File: config.mk
export PLATFORM = sky130hd
export DESIGN_NAME = websocket_frame_deframer_top
export DESIGN_NICKNAME = d
export VERILOG_FILES = /design/src/hdl/wsd_pkg.sv /design/src/hdl/wsd_parser.sv /design/src/hdl/wsd_result_reg.sv /design/src/hdl/websocket_frame_deframer_top.sv
export SDC_FILE = /design/constraint.sdc
export NUM_CORES = 1
export LEC_CHECK = 0
export BUFFER_PORTS_ARGS = -buffer_cell sky130_fd_sc_hd__buf_2
export CORE_MARGIN = 8
export CORE_UTILIZATION = 30
export CTS_BUF_LIST = sky130_fd_sc_hd__clkbuf_2 sky130_fd_sc_hd__clkbuf_4 sky130_fd_sc_hd__clkbuf_8
export CTS_CLUSTER_SIZE = 12
export DETAILED_ROUTE_END_ITERATION = 12
export GPL_TIMING_DRIVEN = 1
export HOLD_SLACK_MARGIN = 0.06
export PLACE_DENSITY = 0.57
export SLEW_MARGIN = 40
export SYNTH_ARGS = -nofsm -noshare
export SYNTH_HDL_FRONTEND = slang
export SYNTH_SLANG_ARGS = --single-unit
File: constraint.sdc
create_clock -name clk -period 4.6 [get_ports clk]
set_clock_uncertainty 0.05 [all_clocks]
set_input_delay 1.15 -clock clk [delete_from_list [all_inputs] [get_ports clk]]
set_output_delay 1.15 -clock clk [all_outputs]
set_load 0.02 [all_outputs]
File: src/hdl/wsd_pkg.sv
// Package for the WebSocket frame deframer: parse phases, result kinds,
// error codes, opcodes and the result record shared by all modules.
// No dependencies.
`timescale 1ns / 1ps

package wsd_pkg;

  typedef enum logic [2:0] {
    PH_HEADER  = 3'd0,
    PH_LEN16   = 3'd1,
    PH_LEN64   = 3'd2,
    PH_MASK    = 3'd3,
    PH_PAYLOAD = 3'd4,
    PH_ERROR   = 3'd5
  } phase_t;

  localparam logic [2:0] KIND_ABSORB  = 3'd0;
  localparam logic [2:0] KIND_HDR_OK  = 3'd1;
  localparam logic [2:0] KIND_DATA    = 3'd2;
  localparam logic [2:0] KIND_ERROR   = 3'd3;
  localparam logic [2:0] KIND_IGNORED = 3'd4;

  localparam logic [3:0] ERR_NONE        = 4'd0;
  localparam logic [3:0] ERR_UNMASKED    = 4'd1;
  localparam logic [3:0] ERR_BAD_LEN16   = 4'd2;
  localparam logic [3:0] ERR_BAD_LEN64   = 4'd3;
  localparam logic [3:0] ERR_FRAG_CTRL   = 4'd4;
  localparam logic [3:0] ERR_CTRL_LONG   = 4'd5;
  localparam logic [3:0] ERR_EXP_CONT    = 4'd6;
  localparam logic [3:0] ERR_UNEXP_CONT  = 4'd7;
  localparam logic [3:0] ERR_BAD_OPCODE  = 4'd8;

  localparam logic [3:0] OP_CONT  = 4'd0;
  localparam logic [3:0] OP_TEXT  = 4'd1;
  localparam logic [3:0] OP_BIN   = 4'd2;
  localparam logic [3:0] OP_CLOSE = 4'd8;
  localparam logic [3:0] OP_PING  = 4'd9;
  localparam logic [3:0] OP_PONG  = 4'd10;

  localparam logic [6:0]  LEN7_EXT16   = 7'd126;
  localparam logic [6:0]  LEN7_EXT64   = 7'd127;
  localparam logic [63:0] CTRL_MAX_LEN = 64'h7d;
  localparam logic [63:0] LEN16_MIN    = 64'h7d;
  localparam logic [63:0] LEN64_MIN    = 64'hffff;

  typedef struct packed {
    logic [2:0]  kind;
    logic [7:0]  data_out;
    logic [3:0]  opcode;
    logic        fin;
    logic [62:0] frame_length;
    logic        last_of_frame;
    logic [3:0]  error_code;
  } result_t;

endpackage

File: src/hdl/wsd_parser.sv
// Frame parser: phase register, header/length/key registers and the
// single-pass next-state and result logic for one byte. Uses wsd_pkg.
`timescale 1ns / 1ps

module wsd_parser (
  input  logic             clk,
  input  logic             rst,
  input  logic             advance,
  input  logic [7:0]       data_in,
  output wsd_pkg::result_t res
);

  wsd_pkg::phase_t phase, phase_next;
  logic [2:0]  cnt, cnt_next;
  logic [62:0] remaining, remaining_next;
  logic [63:0] length_shift, length_shift_next;
  logic [31:0] mask_key, mask_key_next;
  logic [3:0]  frame_opcode, frame_opcode_next;
  logic        frame_fin, frame_fin_next;
  logic        fragment_open, fragment_open_next;
  logic [3:0]  error_latch, error_latch_next;

  always_ff @(posedge clk) begin
    if (rst) begin
      phase         <= wsd_pkg::PH_HEADER;
      cnt           <= '0;
      remaining     <= '0;
      length_shift  <= '0;
      mask_key      <= '0;
      frame_opcode  <= '0;
      frame_fin     <= 1'b0;
      fragment_open <= 1'b0;
      error_latch   <= wsd_pkg::ERR_NONE;
    end else if (advance) begin
      phase         <= phase_next;
      cnt           <= cnt_next;
      remaining     <= remaining_next;
      length_shift  <= length_shift_next;
      mask_key      <= mask_key_next;
      frame_opcode  <= frame_opcode_next;
      frame_fin     <= frame_fin_next;
      fragment_open <= fragment_open_next;
      error_latch   <= error_latch_next;
    end
  end

  logic [15:0] len16;
  logic [63:0] len64;
  logic [31:0] key_shifted;
  logic [3:0]  frame_err;
  logic        frag_after;
  logic [7:0]  key_byte;
  logic [2:0]  kind;
  logic [7:0]  dout;
  logic        last;
  logic [3:0]  err;

  assign len16       = {length_shift[7:0], data_in};
  assign len64       = {length_shift[55:0], data_in};
  assign key_shifted = {mask_key[23:0], data_in};

  always_comb begin
    frame_err  = wsd_pkg::ERR_NONE;
    frag_after = fragment_open;
    if (frame_opcode inside {wsd_pkg::OP_CLOSE, wsd_pkg::OP_PING, wsd_pkg::OP_PONG}) begin
      if (!frame_fin) begin
        frame_err = wsd_pkg::ERR_FRAG_CTRL;
      end else if (length_shift > wsd_pkg::CTRL_MAX_LEN) begin
        frame_err = wsd_pkg::ERR_CTRL_LONG;
      end
    end else if (frame_opcode inside {wsd_pkg::OP_TEXT, wsd_pkg::OP_BIN}) begin
      if (fragment_open) begin
        frame_err = wsd_pkg::ERR_EXP_CONT;
      end else begin
        frag_after = !frame_fin;
      end
    end else if (frame_opcode == wsd_pkg::OP_CONT) begin
      if (!fragment_open) begin
        frame_err = wsd_pkg::ERR_UNEXP_CONT;
      end else if (frame_fin) begin
        frag_after = 1'b0;
      end
    end else begin
      frame_err = wsd_pkg::ERR_BAD_OPCODE;
    end
  end

  always_comb begin
    case (cnt[1:0])
      2'd0:    key_byte = mask_key[31:24];
      2'd1:    key_byte = mask_key[23:16];
      2'd2:    key_byte = mask_key[15:8];
      default: key_byte = mask_key[7:0];
    endcase
  end

  always_comb begin
    phase_next         = phase;
    cnt_next           = cnt;
    remaining_next     = remaining;
    length_shift_next  = length_shift;
    mask_key_next      = mask_key;
    frame_opcode_next  = frame_opcode;
    frame_fin_next     = frame_fin;
    fragment_open_next = fragment_open;
    error_latch_next   = error_latch;
    kind               = wsd_pkg::KIND_ABSORB;
    dout               = '0;
    last               = 1'b0;
    err                = wsd_pkg::ERR_NONE;

    case (phase)
      wsd_pkg::PH_ERROR: begin
        kind = wsd_pkg::KIND_IGNORED;
        err  = error_latch;
      end
      wsd_pkg::PH_LEN16: begin
        length_shift_next = {48'd0, len16};
        cnt_next          = cnt + 3'd1;
        if (cnt == 3'd1) begin
          cnt_next = '0;
          if ({48'd0, len16} <= wsd_pkg::LEN16_MIN) begin
            phase_next       = wsd_pkg::PH_ERROR;
            error_latch_next = wsd_pkg::ERR_BAD_LEN16;
            kind             = wsd_pkg::KIND_ERROR;
            err              = wsd_pkg::ERR_BAD_LEN16;
          end else begin
            phase_next = wsd_pkg::PH_MASK;
          end
        end
      end
      wsd_pkg::PH_LEN64: begin
        length_shift_next = len64;
        cnt_next          = cnt + 3'd1;
        if (cnt == 3'd7) begin
          cnt_next = '0;
          if (len64 <= wsd_pkg::LEN64_MIN || len64[63]) begin
            phase_next       = wsd_pkg::PH_ERROR;
            error_latch_next = wsd_pkg::ERR_BAD_LEN64;
            kind             = wsd_pkg::KIND_ERROR;
            err              = wsd_pkg::ERR_BAD_LEN64;
          end else begin
            phase_next = wsd_pkg::PH_MASK;
          end
        end
      end
      wsd_pkg::PH_MASK: begin
        mask_key_next = key_shifted;
        cnt_next      = cnt + 3'd1;
        if (cnt == 3'd3) begin
          cnt_next = '0;
          if (frame_err != wsd_pkg::ERR_NONE) begin
            phase_next       = wsd_pkg::PH_ERROR;
            error_latch_next = frame_err;
            kind             = wsd_pkg::KIND_ERROR;
            err              = frame_err;
          end else begin
            fragment_open_next = frag_after;
            kind               = wsd_pkg::KIND_HDR_OK;
            remaining_next     = length_shift[62:0];
            if (length_shift == '0) begin
              last       = 1'b1;
              phase_next = wsd_pkg::PH_HEADER;
            end else begin
              phase_next = wsd_pkg::PH_PAYLOAD;
            end
          end
        end
      end
      wsd_pkg::PH_PAYLOAD: begin
        kind           = wsd_pkg::KIND_DATA;
        dout           = data_in ^ key_byte;
        cnt_next       = cnt + 3'd1;
        remaining_next = remaining - 63'd1;
        if (remaining == 63'd1) begin
          last       = 1'b1;
          cnt_next   = '0;
          phase_next = wsd_pkg::PH_HEADER;
        end
      end
      default: begin
        if (cnt == 3'd0) begin
          frame_fin_next    = data_in[7];
          frame_opcode_next = data_in[3:0];
          cnt_next          = 3'd1;
        end else begin
          length_shift_next = {57'd0, data_in[6:0]};
          mask_key_next     = '0;
          cnt_next          = '0;
          if (!data_in[7]) begin
            phase_next       = wsd_pkg::PH_ERROR;
            error_latch_next = wsd_pkg::ERR_UNMASKED;
            kind             = wsd_pkg::KIND_ERROR;
            err              = wsd_pkg::ERR_UNMASKED;
          end else if (data_in[6:0] == wsd_pkg::LEN7_EXT16) begin
            phase_next = wsd_pkg::PH_LEN16;
          end else if (data_in[6:0] == wsd_pkg::LEN7_EXT64) begin
            phase_next = wsd_pkg::PH_LEN64;
          end else begin
            phase_next = wsd_pkg::PH_MASK;
          end
        end
      end
    endcase
  end

  always_comb begin
    res.kind          = kind;
    res.data_out      = dout;
    res.opcode        = frame_opcode_next;
    res.fin           = frame_fin_next;
    res.frame_length  = length_shift_next[62:0];
    res.last_of_frame = last;
    res.error_code    = err;
  end

endmodule

File: src/hdl/wsd_result_reg.sv
// Result register: holds one finished result until the downstream side
// takes it. Uses wsd_pkg for the result record.
`timescale 1ns / 1ps

module wsd_result_reg (
  input  logic             clk,
  input  logic             rst,
  input  logic             load,
  input  wsd_pkg::result_t res_in,
  input  logic             take,
  output logic             valid,
  output wsd_pkg::result_t res_out
);

  always_ff @(posedge clk) begin
    if (rst) begin
      valid <= 1'b0;
    end else if (load) begin
      valid <= 1'b1;
    end else if (take) begin
      valid <= 1'b0;
    end
  end

  always_ff @(posedge clk) begin
    if (load) begin
      res_out <= res_in;
    end
  end

endmodule

File: src/hdl/websocket_frame_deframer_top.sv
// Channel   Dir  tdata                          tuser      tlast
// s_axis    in   data_in[7:0]                   -          -
// m_axis    out  data_out, opcode, fin,         kind[2:0]  last_of_frame
//                frame_length, error_code
//
// One byte per cycle sustained while m_axis does not stall; a byte's result
// reaches m_axis through the input register, then the result register. The
// parser state advances when the registered byte moves into the result
// register. Reset is synchronous and returns the parser to the header phase
// with no error and no open fragment. A stall on m_axis holds the result
// register and the input register, then back-pressures s_axis.
// Depends on wsd_pkg, wsd_parser and wsd_result_reg.
`timescale 1ns / 1ps

module websocket_frame_deframer_top (
  input  logic        clk,
  input  logic        rst,
  input  logic        s_axis_tvalid,
  output logic        s_axis_tready,
  input  logic [7:0]  s_axis_tdata,   // data_in[7:0]
  output logic        m_axis_tvalid,
  input  logic        m_axis_tready,
  // data_out[7:0], opcode[11:8], fin[12], frame_length[75:13],
  // error_code[79:76], zero[87:80]
  output logic [87:0] m_axis_tdata,
  output logic [2:0]  m_axis_tuser,   // kind[2:0]
  output logic        m_axis_tlast
);

  logic             in_valid;
  logic [7:0]       in_byte;
  logic             load;
  wsd_pkg::result_t res;
  wsd_pkg::result_t out_res;

  assign load          = in_valid && (!m_axis_tvalid || m_axis_tready);
  assign s_axis_tready = !in_valid || load;

  always_ff @(posedge clk) begin
    if (rst) begin
      in_valid <= 1'b0;
    end else if (s_axis_tready) begin
      in_valid <= s_axis_tvalid;
    end
  end

  always_ff @(posedge clk) begin
    if (s_axis_tvalid && s_axis_tready) begin
      in_byte <= s_axis_tdata;
    end
  end

  wsd_parser u_parser (
    .clk     (clk),
    .rst     (rst),
    .advance (load),
    .data_in (in_byte),
    .res     (res)
  );

  wsd_result_reg u_result (
    .clk     (clk),
    .rst     (rst),
    .load    (load),
    .res_in  (res),
    .take    (m_axis_tready),
    .valid   (m_axis_tvalid),
    .res_out (out_res)
  );

  assign m_axis_tdata = {8'd0, out_res.error_code, out_res.frame_length, out_res.fin,
                         out_res.opcode, out_res.data_out};
  assign m_axis_tuser = out_res.kind;
  assign m_axis_tlast = out_res.last_of_frame;

`ifndef SYNTH
  a_ignored_has_code: assert property (@(posedge clk) disable iff (rst)
    m_axis_tvalid && m_axis_tuser == wsd_pkg::KIND_IGNORED |->
      m_axis_tdata[79:76] != wsd_pkg::ERR_NONE)
    else $error("ignored byte without latched error code");

  a_last_kind: assert property (@(posedge clk) disable iff (rst)
    m_axis_tvalid && m_axis_tlast |->
      m_axis_tuser == wsd_pkg::KIND_DATA || m_axis_tuser == wsd_pkg::KIND_HDR_OK)
    else $error("frame end on a byte that is neither payload nor header");

  a_data_only_payload: assert property (@(posedge clk) disable iff (rst)
    m_axis_tvalid && m_axis_tuser != wsd_pkg::KIND_DATA |-> m_axis_tdata[7:0] == 8'd0)
    else $error("nonzero data on a non-payload result");

  a_load_frees_input: assert property (@(posedge clk) disable iff (rst)
    load && !(s_axis_tvalid && s_axis_tready) |=> !in_valid && m_axis_tvalid)
    else $error("input register not released after move to result register");
`endif

endmodule
==> impl_metrics.env, run 1 <==
export IMPL_drive_gt1_share_pct=14.8
export IMPL_cp_end_kind="flip-flop"
export IMPL_worst_pin_slew_ns=0.858
export IMPL_die_x_um=221
export IMPL_die_h_um=221
export IMPL_grt_usage_pct=15.0
export IMPL_dieArea_um2=48700
export IMPL_h_tree_depth=2
export IMPL_start_util_pct=30.2
export IMPL_p_leak_nw=5.20
export IMPL_cp_max_fo=32
export IMPL_grt_pass1_vias=10500
export IMPL_worstSkewPairLatency_ns=0.57
export IMPL_clock_sinks=269
export IMPL_io_buffers=97
export IMPL_cts_buffers=43
export IMPL_postCtsSetupBuffers=0
export IMPL_arrival_ns=3.68
export IMPL_worstSetupPathType="reg2reg"
export IMPL_r2r_end="u_parser.remaining[53]$_SDFFE_PP0P_"
export IMPL_ys_types=70
export IMPL_worstRegToRegCells=9
export IMPL_cts_root_buf="clkbuf_8"
export IMPL_p_per_area_nw_per_um2=393
export IMPL_multi_input_comb_area_um2=5750
export IMPL_cap_violations=0
export IMPL_outcome="finished, final reports clean"
export IMPL_max_stage_delay_ns=0.66
export IMPL_wl_per_cell_um=18.3
export IMPL_cts_hold_buffers_added=0
export IMPL_max_freq_mhz=304
export IMPL_ys_ff_latch=269
export IMPL_hp_class="reg2reg"
export IMPL_antenna_cells=0
export IMPL_endpoint="u_parser.remaining[53]$_SDFFE_PP0P_"
export IMPL_cts_tree="done"
export IMPL_async_flop_share_pct=0
export IMPL_row_count=75
export IMPL_cp_cell_sequence="nand3b_1, o211ai_1, nor2_1, and4_1, nor2_1, buf_4, nor2_1, buf_4, a32o_1"
export IMPL_finalSetupTns_ns=0
export IMPL_rsz0062_at_grt="false"
export IMPL_final_area_um2=14300
export IMPL_syn_inst=1402
export IMPL_drt_initial_drc_count=1027
export IMPL_synth_enable_flop_cells=92
export IMPL_min_period_ns=3.29
export IMPL_power_total_mw=5.64
export IMPL_synth_warnings=0
export IMPL_required_ns=4.99
export IMPL_fillers=4301
export IMPL_grt_pass1_wl_mm=59.1
export IMPL_gp_congestion=0.858
export IMPL_place_area_um2=13400
export IMPL_relSlewSlack_pct=42.3
export IMPL_fin_crit_sh_pct=71.5
export IMPL_hold_ws_ns=0.423
export IMPL_cp_slowest_cell="dfxtp_1"
export IMPL_critPathLaunchType="flip-flop"
export IMPL_antenna_found_initial=0
export IMPL_grt_overflow=0
export IMPL_syn_to_final_growth_pct=14.0
export IMPL_crit_top_cell="nor2_1"
export IMPL_final_setup_viol_count=0
export IMPL_hold_viol=0
export IMPL_core_area_um2=41700
export IMPL_grt_max_degree=79
export IMPL_synth_cell_area_um2=12600
export IMPL_ioPinCount=106
export IMPL_postSynthAreaPerCell_um2=8.97
export IMPL_drv_slew=0
export IMPL_cts_max_path_buffers=3
export IMPL_num_vias=10900
export IMPL_irDropWorstVdd_uv=201
export IMPL_cts_clk_slew_worst_paths_ns=0.06
export IMPL_firstDrtPassIters=5
export IMPL_hpwl_mm=23.8
export IMPL_yosysSeqAreaShare_pct=50.1
export IMPL_wirelength_mm=37.0
export IMPL_r2r_start="u_parser.phase[1]$_SDFFE_PP0P_"
export IMPL_drc=0
export IMPL_crit_path_start="u_parser.phase[1]$_SDFFE_PP0P_"
export IMPL_ff_latch_area_um2=6310
export IMPL_ys_flop_type="dfxtp_1"
export IMPL_cts_resized=0
export IMPL_nets=1471
export IMPL_viasPerCell=5.39
export IMPL_drtAntennaViolNets=0
export IMPL_r2r_slack_ns=1.31
placed cells by master, fill, tap and decap left out, drive strengths merged, types with 19 or more instances in the layout:
cell and instances:
edfxtp 92, a22oi 34, nand3 19, nor2 240
or3 24, a22o 65, buf 112, nand2 120
a21oi 64, clkbuf 59, nor3 90, o21ai 93
nor4 31, dfxtp 177
power breakdown:
part / internal [mW] / switching [mW] / total [mW]
clock network: 1.22 / 0.973 / 2.19
logic: 0.254 / 0.514 / 0.768
registers: 2.57 / 0.111 / 2.68
cells by family after synthesis:
kind of cell             synth area share (%)
adder cells (fa/ha/maj)                  1.07
AND/OR/NAND/NOR                          21.1
other                                  0.0298
XOR/XNOR                                0.766
buffers and inverters                    4.48
AO/OA/AOI/OAI                            21.3
multiplexers                             1.16
flip-flops                               50.1
worst max-delay path: cells and delay by family (launching register included):
kind | cells | cell delay [ns]
buf+inv | 2 | 0.60
compound gates | 2 | 0.72
flops | 1 | 0.66
simple gates | 5 | 1.09
cell usage after synthesis, types with 9 or more instances:
cell type / count / area share (%)
nor2_1: 240 / 7.2
dfxtp_1: 177 / 28
nand2_1: 120 / 3.6
clkbuf_1: 101 / 3.0
o21ai_0: 93 / 3.7
edfxtp_1: 92 / 22
nor3_1: 90 / 3.6
a22o_1: 65 / 4.5
a21oi_1: 64 / 2.5
a22oi_1: 34 / 2.0
nor4_1: 31 / 1.5
or3_1: 21 / 1.0
nand3_1: 19 / 0.76
a32o_1: 17 / 1.4
inv_1: 17 / 0.51
o31ai_1: 16 / 0.96
mux2_2: 13 / 1.2
a211oi_1: 12 / 0.72
ha_1: 10 / 1.0
o211ai_1: 10 / 0.60
xnor2_1: 10 / 0.70
nand4_1: 9 / 0.45
through the flow:
stage | worst slack (ns) | utilization, % | instances
4_1_cts | 1.35 | 34.4 | 2022
3_5_place_dp | 1.24 | 32.2 | 1943
6_report | 1.31 | 34.4 | 2022
3_3_place_gp | 1.36 | 32.2 | 1943
2_1_floorplan | 0.140 | - | 1409
5_1_grt | 1.03 | 34.4 | 2022
sequential cells by signal, indices dropped and copies added, names as in the netlist, 3 cells and up:
signal                 flops
u_result.res_out          84
u_parser.length_shift     64
u_parser.remaining        63
u_parser.mask_key         32
in_byte                    8
u_parser.error_latch       4
u_parser.frame_opcode      4
u_parser.cnt               3
u_parser.phase             3
worst min-delay path by stage:
stage	slack, ns	from	endpoint	depth (start not counted)
2_1_floorplan	0.39	u_parser.length_shift[63]$_SDFFE_PP0P_	u_parser.length_shift[63]$_SDFFE_PP0P_	2
3_3_place_gp	0.41	u_parser.length_shift[63]$_SDFFE_PP0P_	u_parser.length_shift[63]$_SDFFE_PP0P_	2
3_5_place_dp	0.42	u_parser.error_latch[1]$_SDFFE_PP0P_	u_parser.error_latch[1]$_SDFFE_PP0P_	2
4_1_cts	0.42	u_parser.error_latch[1]$_SDFFE_PP0P_	u_parser.error_latch[1]$_SDFFE_PP0P_	2
5_1_grt	0.44	u_parser.error_latch[1]$_SDFFE_PP0P_	u_parser.error_latch[1]$_SDFFE_PP0P_	2
6_report	0.42	u_parser.error_latch[1]$_SDFFE_PP0P_	u_parser.error_latch[1]$_SDFFE_PP0P_	2
per-layer routing:
layer / vias up / wire (um) / global-route usage [%]
li1: 5254 / - / -
met2: 332 / 17600 / 25.0
met3: 57 / 2210 / 2.91
met4: 0 / 802 / 4.60
met5: - / 0 / 0
met1: 5247 / 16400 / 19.5
final cells by class:
cell class,instances,area share [%]
Clock inverter,20,1.16
Multi-Input combinational cell,1005,40.1
Clock buffer,59,5.18
Sequential cell,269,44.0
Timing Repair Buffer,112,4.35
Inverter,18,0.506
Tap cell,539,4.70
Power figures use the tool's default switching activity.
==> run 2, diff against run 1 <==
--- a/config.mk
+++ b/config.mk
@@ -13,7 +13,7 @@
 export DETAILED_ROUTE_END_ITERATION = 12
 export GPL_TIMING_DRIVEN = 1
 export HOLD_SLACK_MARGIN = 0.06
-export PLACE_DENSITY = 0.57
+export PLACE_DENSITY = 0.56
 export SLEW_MARGIN = 40
 export SYNTH_ARGS = -nofsm -noshare
 export SYNTH_HDL_FRONTEND = slang
==> constraint.sdc (replaced) <==
create_clock -name clk -period 3.37 [get_ports clk]
set_clock_uncertainty 0.05 [all_clocks]
set_input_delay 0.8425 -clock clk [delete_from_list [all_inputs] [get_ports clk]]
set_output_delay 0.8425 -clock clk [all_outputs]
set_load 0.02 [all_outputs]
==> run 2 against run 1 <==
  * Via count up 1.8%
  * Sequential share of layout area decreased by 1.1 points
  * Register-to-register slack lost 1.1 ns
  * Global-route usage is 0.27 points higher
  * Flip-flop and latch count stayed put
  * Clock-buffer cell count grew 9
  * Non-clock buffer count increased by 37
  * Highest routed layer unchanged
==> impl_metrics.env, run 2 (synthesis gave the netlist of run 1 again) <==
export IMPL_outcome="finished, final reports clean"
export IMPL_r2r_end="u_parser.remaining[50]$_SDFFE_PP0P_"
export IMPL_p_leak_nw=5.43
export IMPL_grt_overflow=0
export IMPL_combPwrFrac_pct=14.5
export IMPL_hpwl_mm=24.8
export IMPL_r2r_slack_ns=0.20
export IMPL_drt_initial_drc_count=892
export IMPL_cpLargestDelayFamily="simple AND/OR/NAND/NOR gates"
export IMPL_grt_pass1_wl_mm=60.3
export IMPL_p_int_mw=5.56
export IMPL_relSlewSlack_pct=43.2
export IMPL_h_tree_depth=2
export IMPL_hp_class="in2reg"
export IMPL_die_h_um=221
export IMPL_cp_slowest_cell="or4_1"
export IMPL_arrival_ns=3.58
export IMPL_cts_hold_buffers_added=0
export IMPL_io_buffers=97
export IMPL_syn_to_final_growth_pct=17.0
export IMPL_die_x_um=221
export IMPL_irDropWorstVdd_uv=280
export IMPL_row_count=75
export IMPL_rsz0062_at_grt="false"
export IMPL_ioPinCount=106
export IMPL_fin_crit_sh_pct=94.1
export IMPL_cp_end_kind="flip-flop"
export IMPL_wirelength_mm=37.9
export IMPL_p_per_area_nw_per_um2=530
export IMPL_cp_max_fo=8
export IMPL_p_clk_share_pct=38.8
export IMPL_grt_usage_pct=15.3
export IMPL_cts_max_path_buffers=3
export IMPL_num_vias=11100
export IMPL_max_freq_mhz=315
export IMPL_p_sw_share_pct=28.6
export IMPL_p_sw_mw=2.23
export IMPL_sequentialPowerShare_pct=46.8
export IMPL_cts_root_buf="clkbuf_8"
export IMPL_gp_congestion=0.877
export IMPL_hold_path_cell_count=1
export IMPL_drtAntennaViolNets=0
export IMPL_core_area_um2=41700
export IMPL_r2r_start="u_parser.remaining[20]$_SDFFE_PP0P_"
export IMPL_finalSetupTns_ns=0
export IMPL_antenna_cells=0
export IMPL_largest_register="u_result.res_out"
export IMPL_cap_violations=0
export IMPL_required_ns=3.78
export IMPL_nets=1510
export IMPL_final_cell_mix="nor2_1 (239), dfxtp_1 (177), nand2_1 (118)"
export IMPL_postCtsSetupBuffers=0
export IMPL_hold_viol=0
export IMPL_cts_clk_slew_worst_paths_ns=0.06
export IMPL_crit_top_cell="or4_1"
export IMPL_cp_cell_sequence="nor4_1, nand3_1, or4_1, or4_1, buf_4, nor3_1, o21ai_0, a32o_1"
export IMPL_final_setup_viol_count=0
export IMPL_drc=0
export IMPL_critPathBufInv=1
export IMPL_hold_end="in_byte[1]$_DFFE_PP_"
export IMPL_cts_tree="done"
export IMPL_wl_per_cell_um=18.4
export IMPL_min_from="s_axis_tdata[1]"
export IMPL_start_util_pct=30.2
export IMPL_min_period_ns=3.17
export IMPL_clock_sinks=269
export IMPL_cts_buffers=45
export IMPL_critPathLaunchType="flip-flop"
export IMPL_firstDrtPassIters=7
export IMPL_drv_slew=0
export IMPL_worst_pin_slew_ns=0.848
export IMPL_antenna_found_initial=0
export IMPL_max_stage_delay_ns=0.66
export IMPL_viasPerCell=5.37
export IMPL_worstRegToRegCells=8
export IMPL_grt_pass1_vias=10700
export IMPL_grt_max_degree=129
export IMPL_hold_ws_ns=0.391
export IMPL_dieArea_um2=48700
export IMPL_drive_gt1_share_pct=17.1
export IMPL_worstSkewPairLatency_ns=0.58
export IMPL_mostFrequentLayoutCell="nor2_1"
export IMPL_cts_resized=0
export IMPL_largest_reg_flops=84
export IMPL_cp_depth=8
export IMPL_reg_largest_list="u_result.res_out: 84 flops, u_parser.length_shift: 64 flops, u_parser.remaining: 63 flops"
export IMPL_worstSetupPathType="reg2reg"
run 2: how the worst max path moves through the flow:
stage | from | to | slack [ns]
after detailed placement | u_parser.remaining[20]$_SDFFE_PP0P_ | u_parser.remaining[50]$_SDFFE_PP0P_ | 0.22
after global routing | u_parser.remaining[20]$_SDFFE_PP0P_ | u_parser.remaining[50]$_SDFFE_PP0P_ | 0.05
final | u_parser.remaining[20]$_SDFFE_PP0P_ | u_parser.remaining[50]$_SDFFE_PP0P_ | 0.20
after global placement | m_axis_tready | u_parser.remaining[37]$_SDFFE_PP0P_ | 0.24
after CTS | u_parser.remaining[20]$_SDFFE_PP0P_ | u_parser.remaining[50]$_SDFFE_PP0P_ | 0.21
after floorplan | u_parser.remaining[12]$_SDFFE_PP0P_ | u_parser.remaining[59]$_SDFFE_PP0P_ | 0.47
run 2: power by group through the flow:
stage	sequential (mW)	clock [mW]	combinational, mW
3_3_place_gp	3.71	0	1.12
2_1_floorplan	3.73	0	0.727
5_1_grt	3.66	3.26	1.24
6_report	3.64	3.02	1.13
3_5_place_dp	3.71	0	1.13
4_1_cts	3.65	3.11	1.13
run 2: layout make-up:
type / instances / area [um2]
fillers: 4364 / 27000
flip-flops and latches: 269 / 6310
multi-input cells: 1005 / 5750
repair buffers: 149 / 970
clock buffers: 68 / 836
well taps: 539 / 674
clock inverters: 16 / 101
inverters: 18 / 72.6
run 2: metrics by stage:
step | utilization [%] | setup WS [ns] | power, mW | cells | area, um2
3_5_place_dp | 33.0 | 0.217 | 4.84 | 1980 | 13800
2_1_floorplan | - | 0.471 | 4.46 | 1409 | 12600
6_report | 35.3 | 0.200 | 7.79 | 2064 | 14700
4_1_cts | 35.3 | 0.208 | 7.89 | 2064 | 14700
3_3_place_gp | 33.0 | 0.237 | 4.83 | 1980 | 13800
5_1_grt | 35.3 | 0.0522 | 8.15 | 2064 | 14700
run 2: worst register-to-register path: stages (launching register included):
cell,delay [ns]
dfxtp_1,0.35
nor4_1,0.45
nand3_1,0.24
or4_1,0.66
or4_1,0.63
buf_4,0.20
nor3_1,0.12
o21ai_0,0.09
a32o_1,0.28
run 2: metal layers:
metal,vias up,part of all wire (%),track usage [%]
li1,5334,-,-
met1,5367,46,20.2
met2,331,47,25.0
met3,59,5.6,2.91
met4,0,2.2,4.85
met5,-,0,0
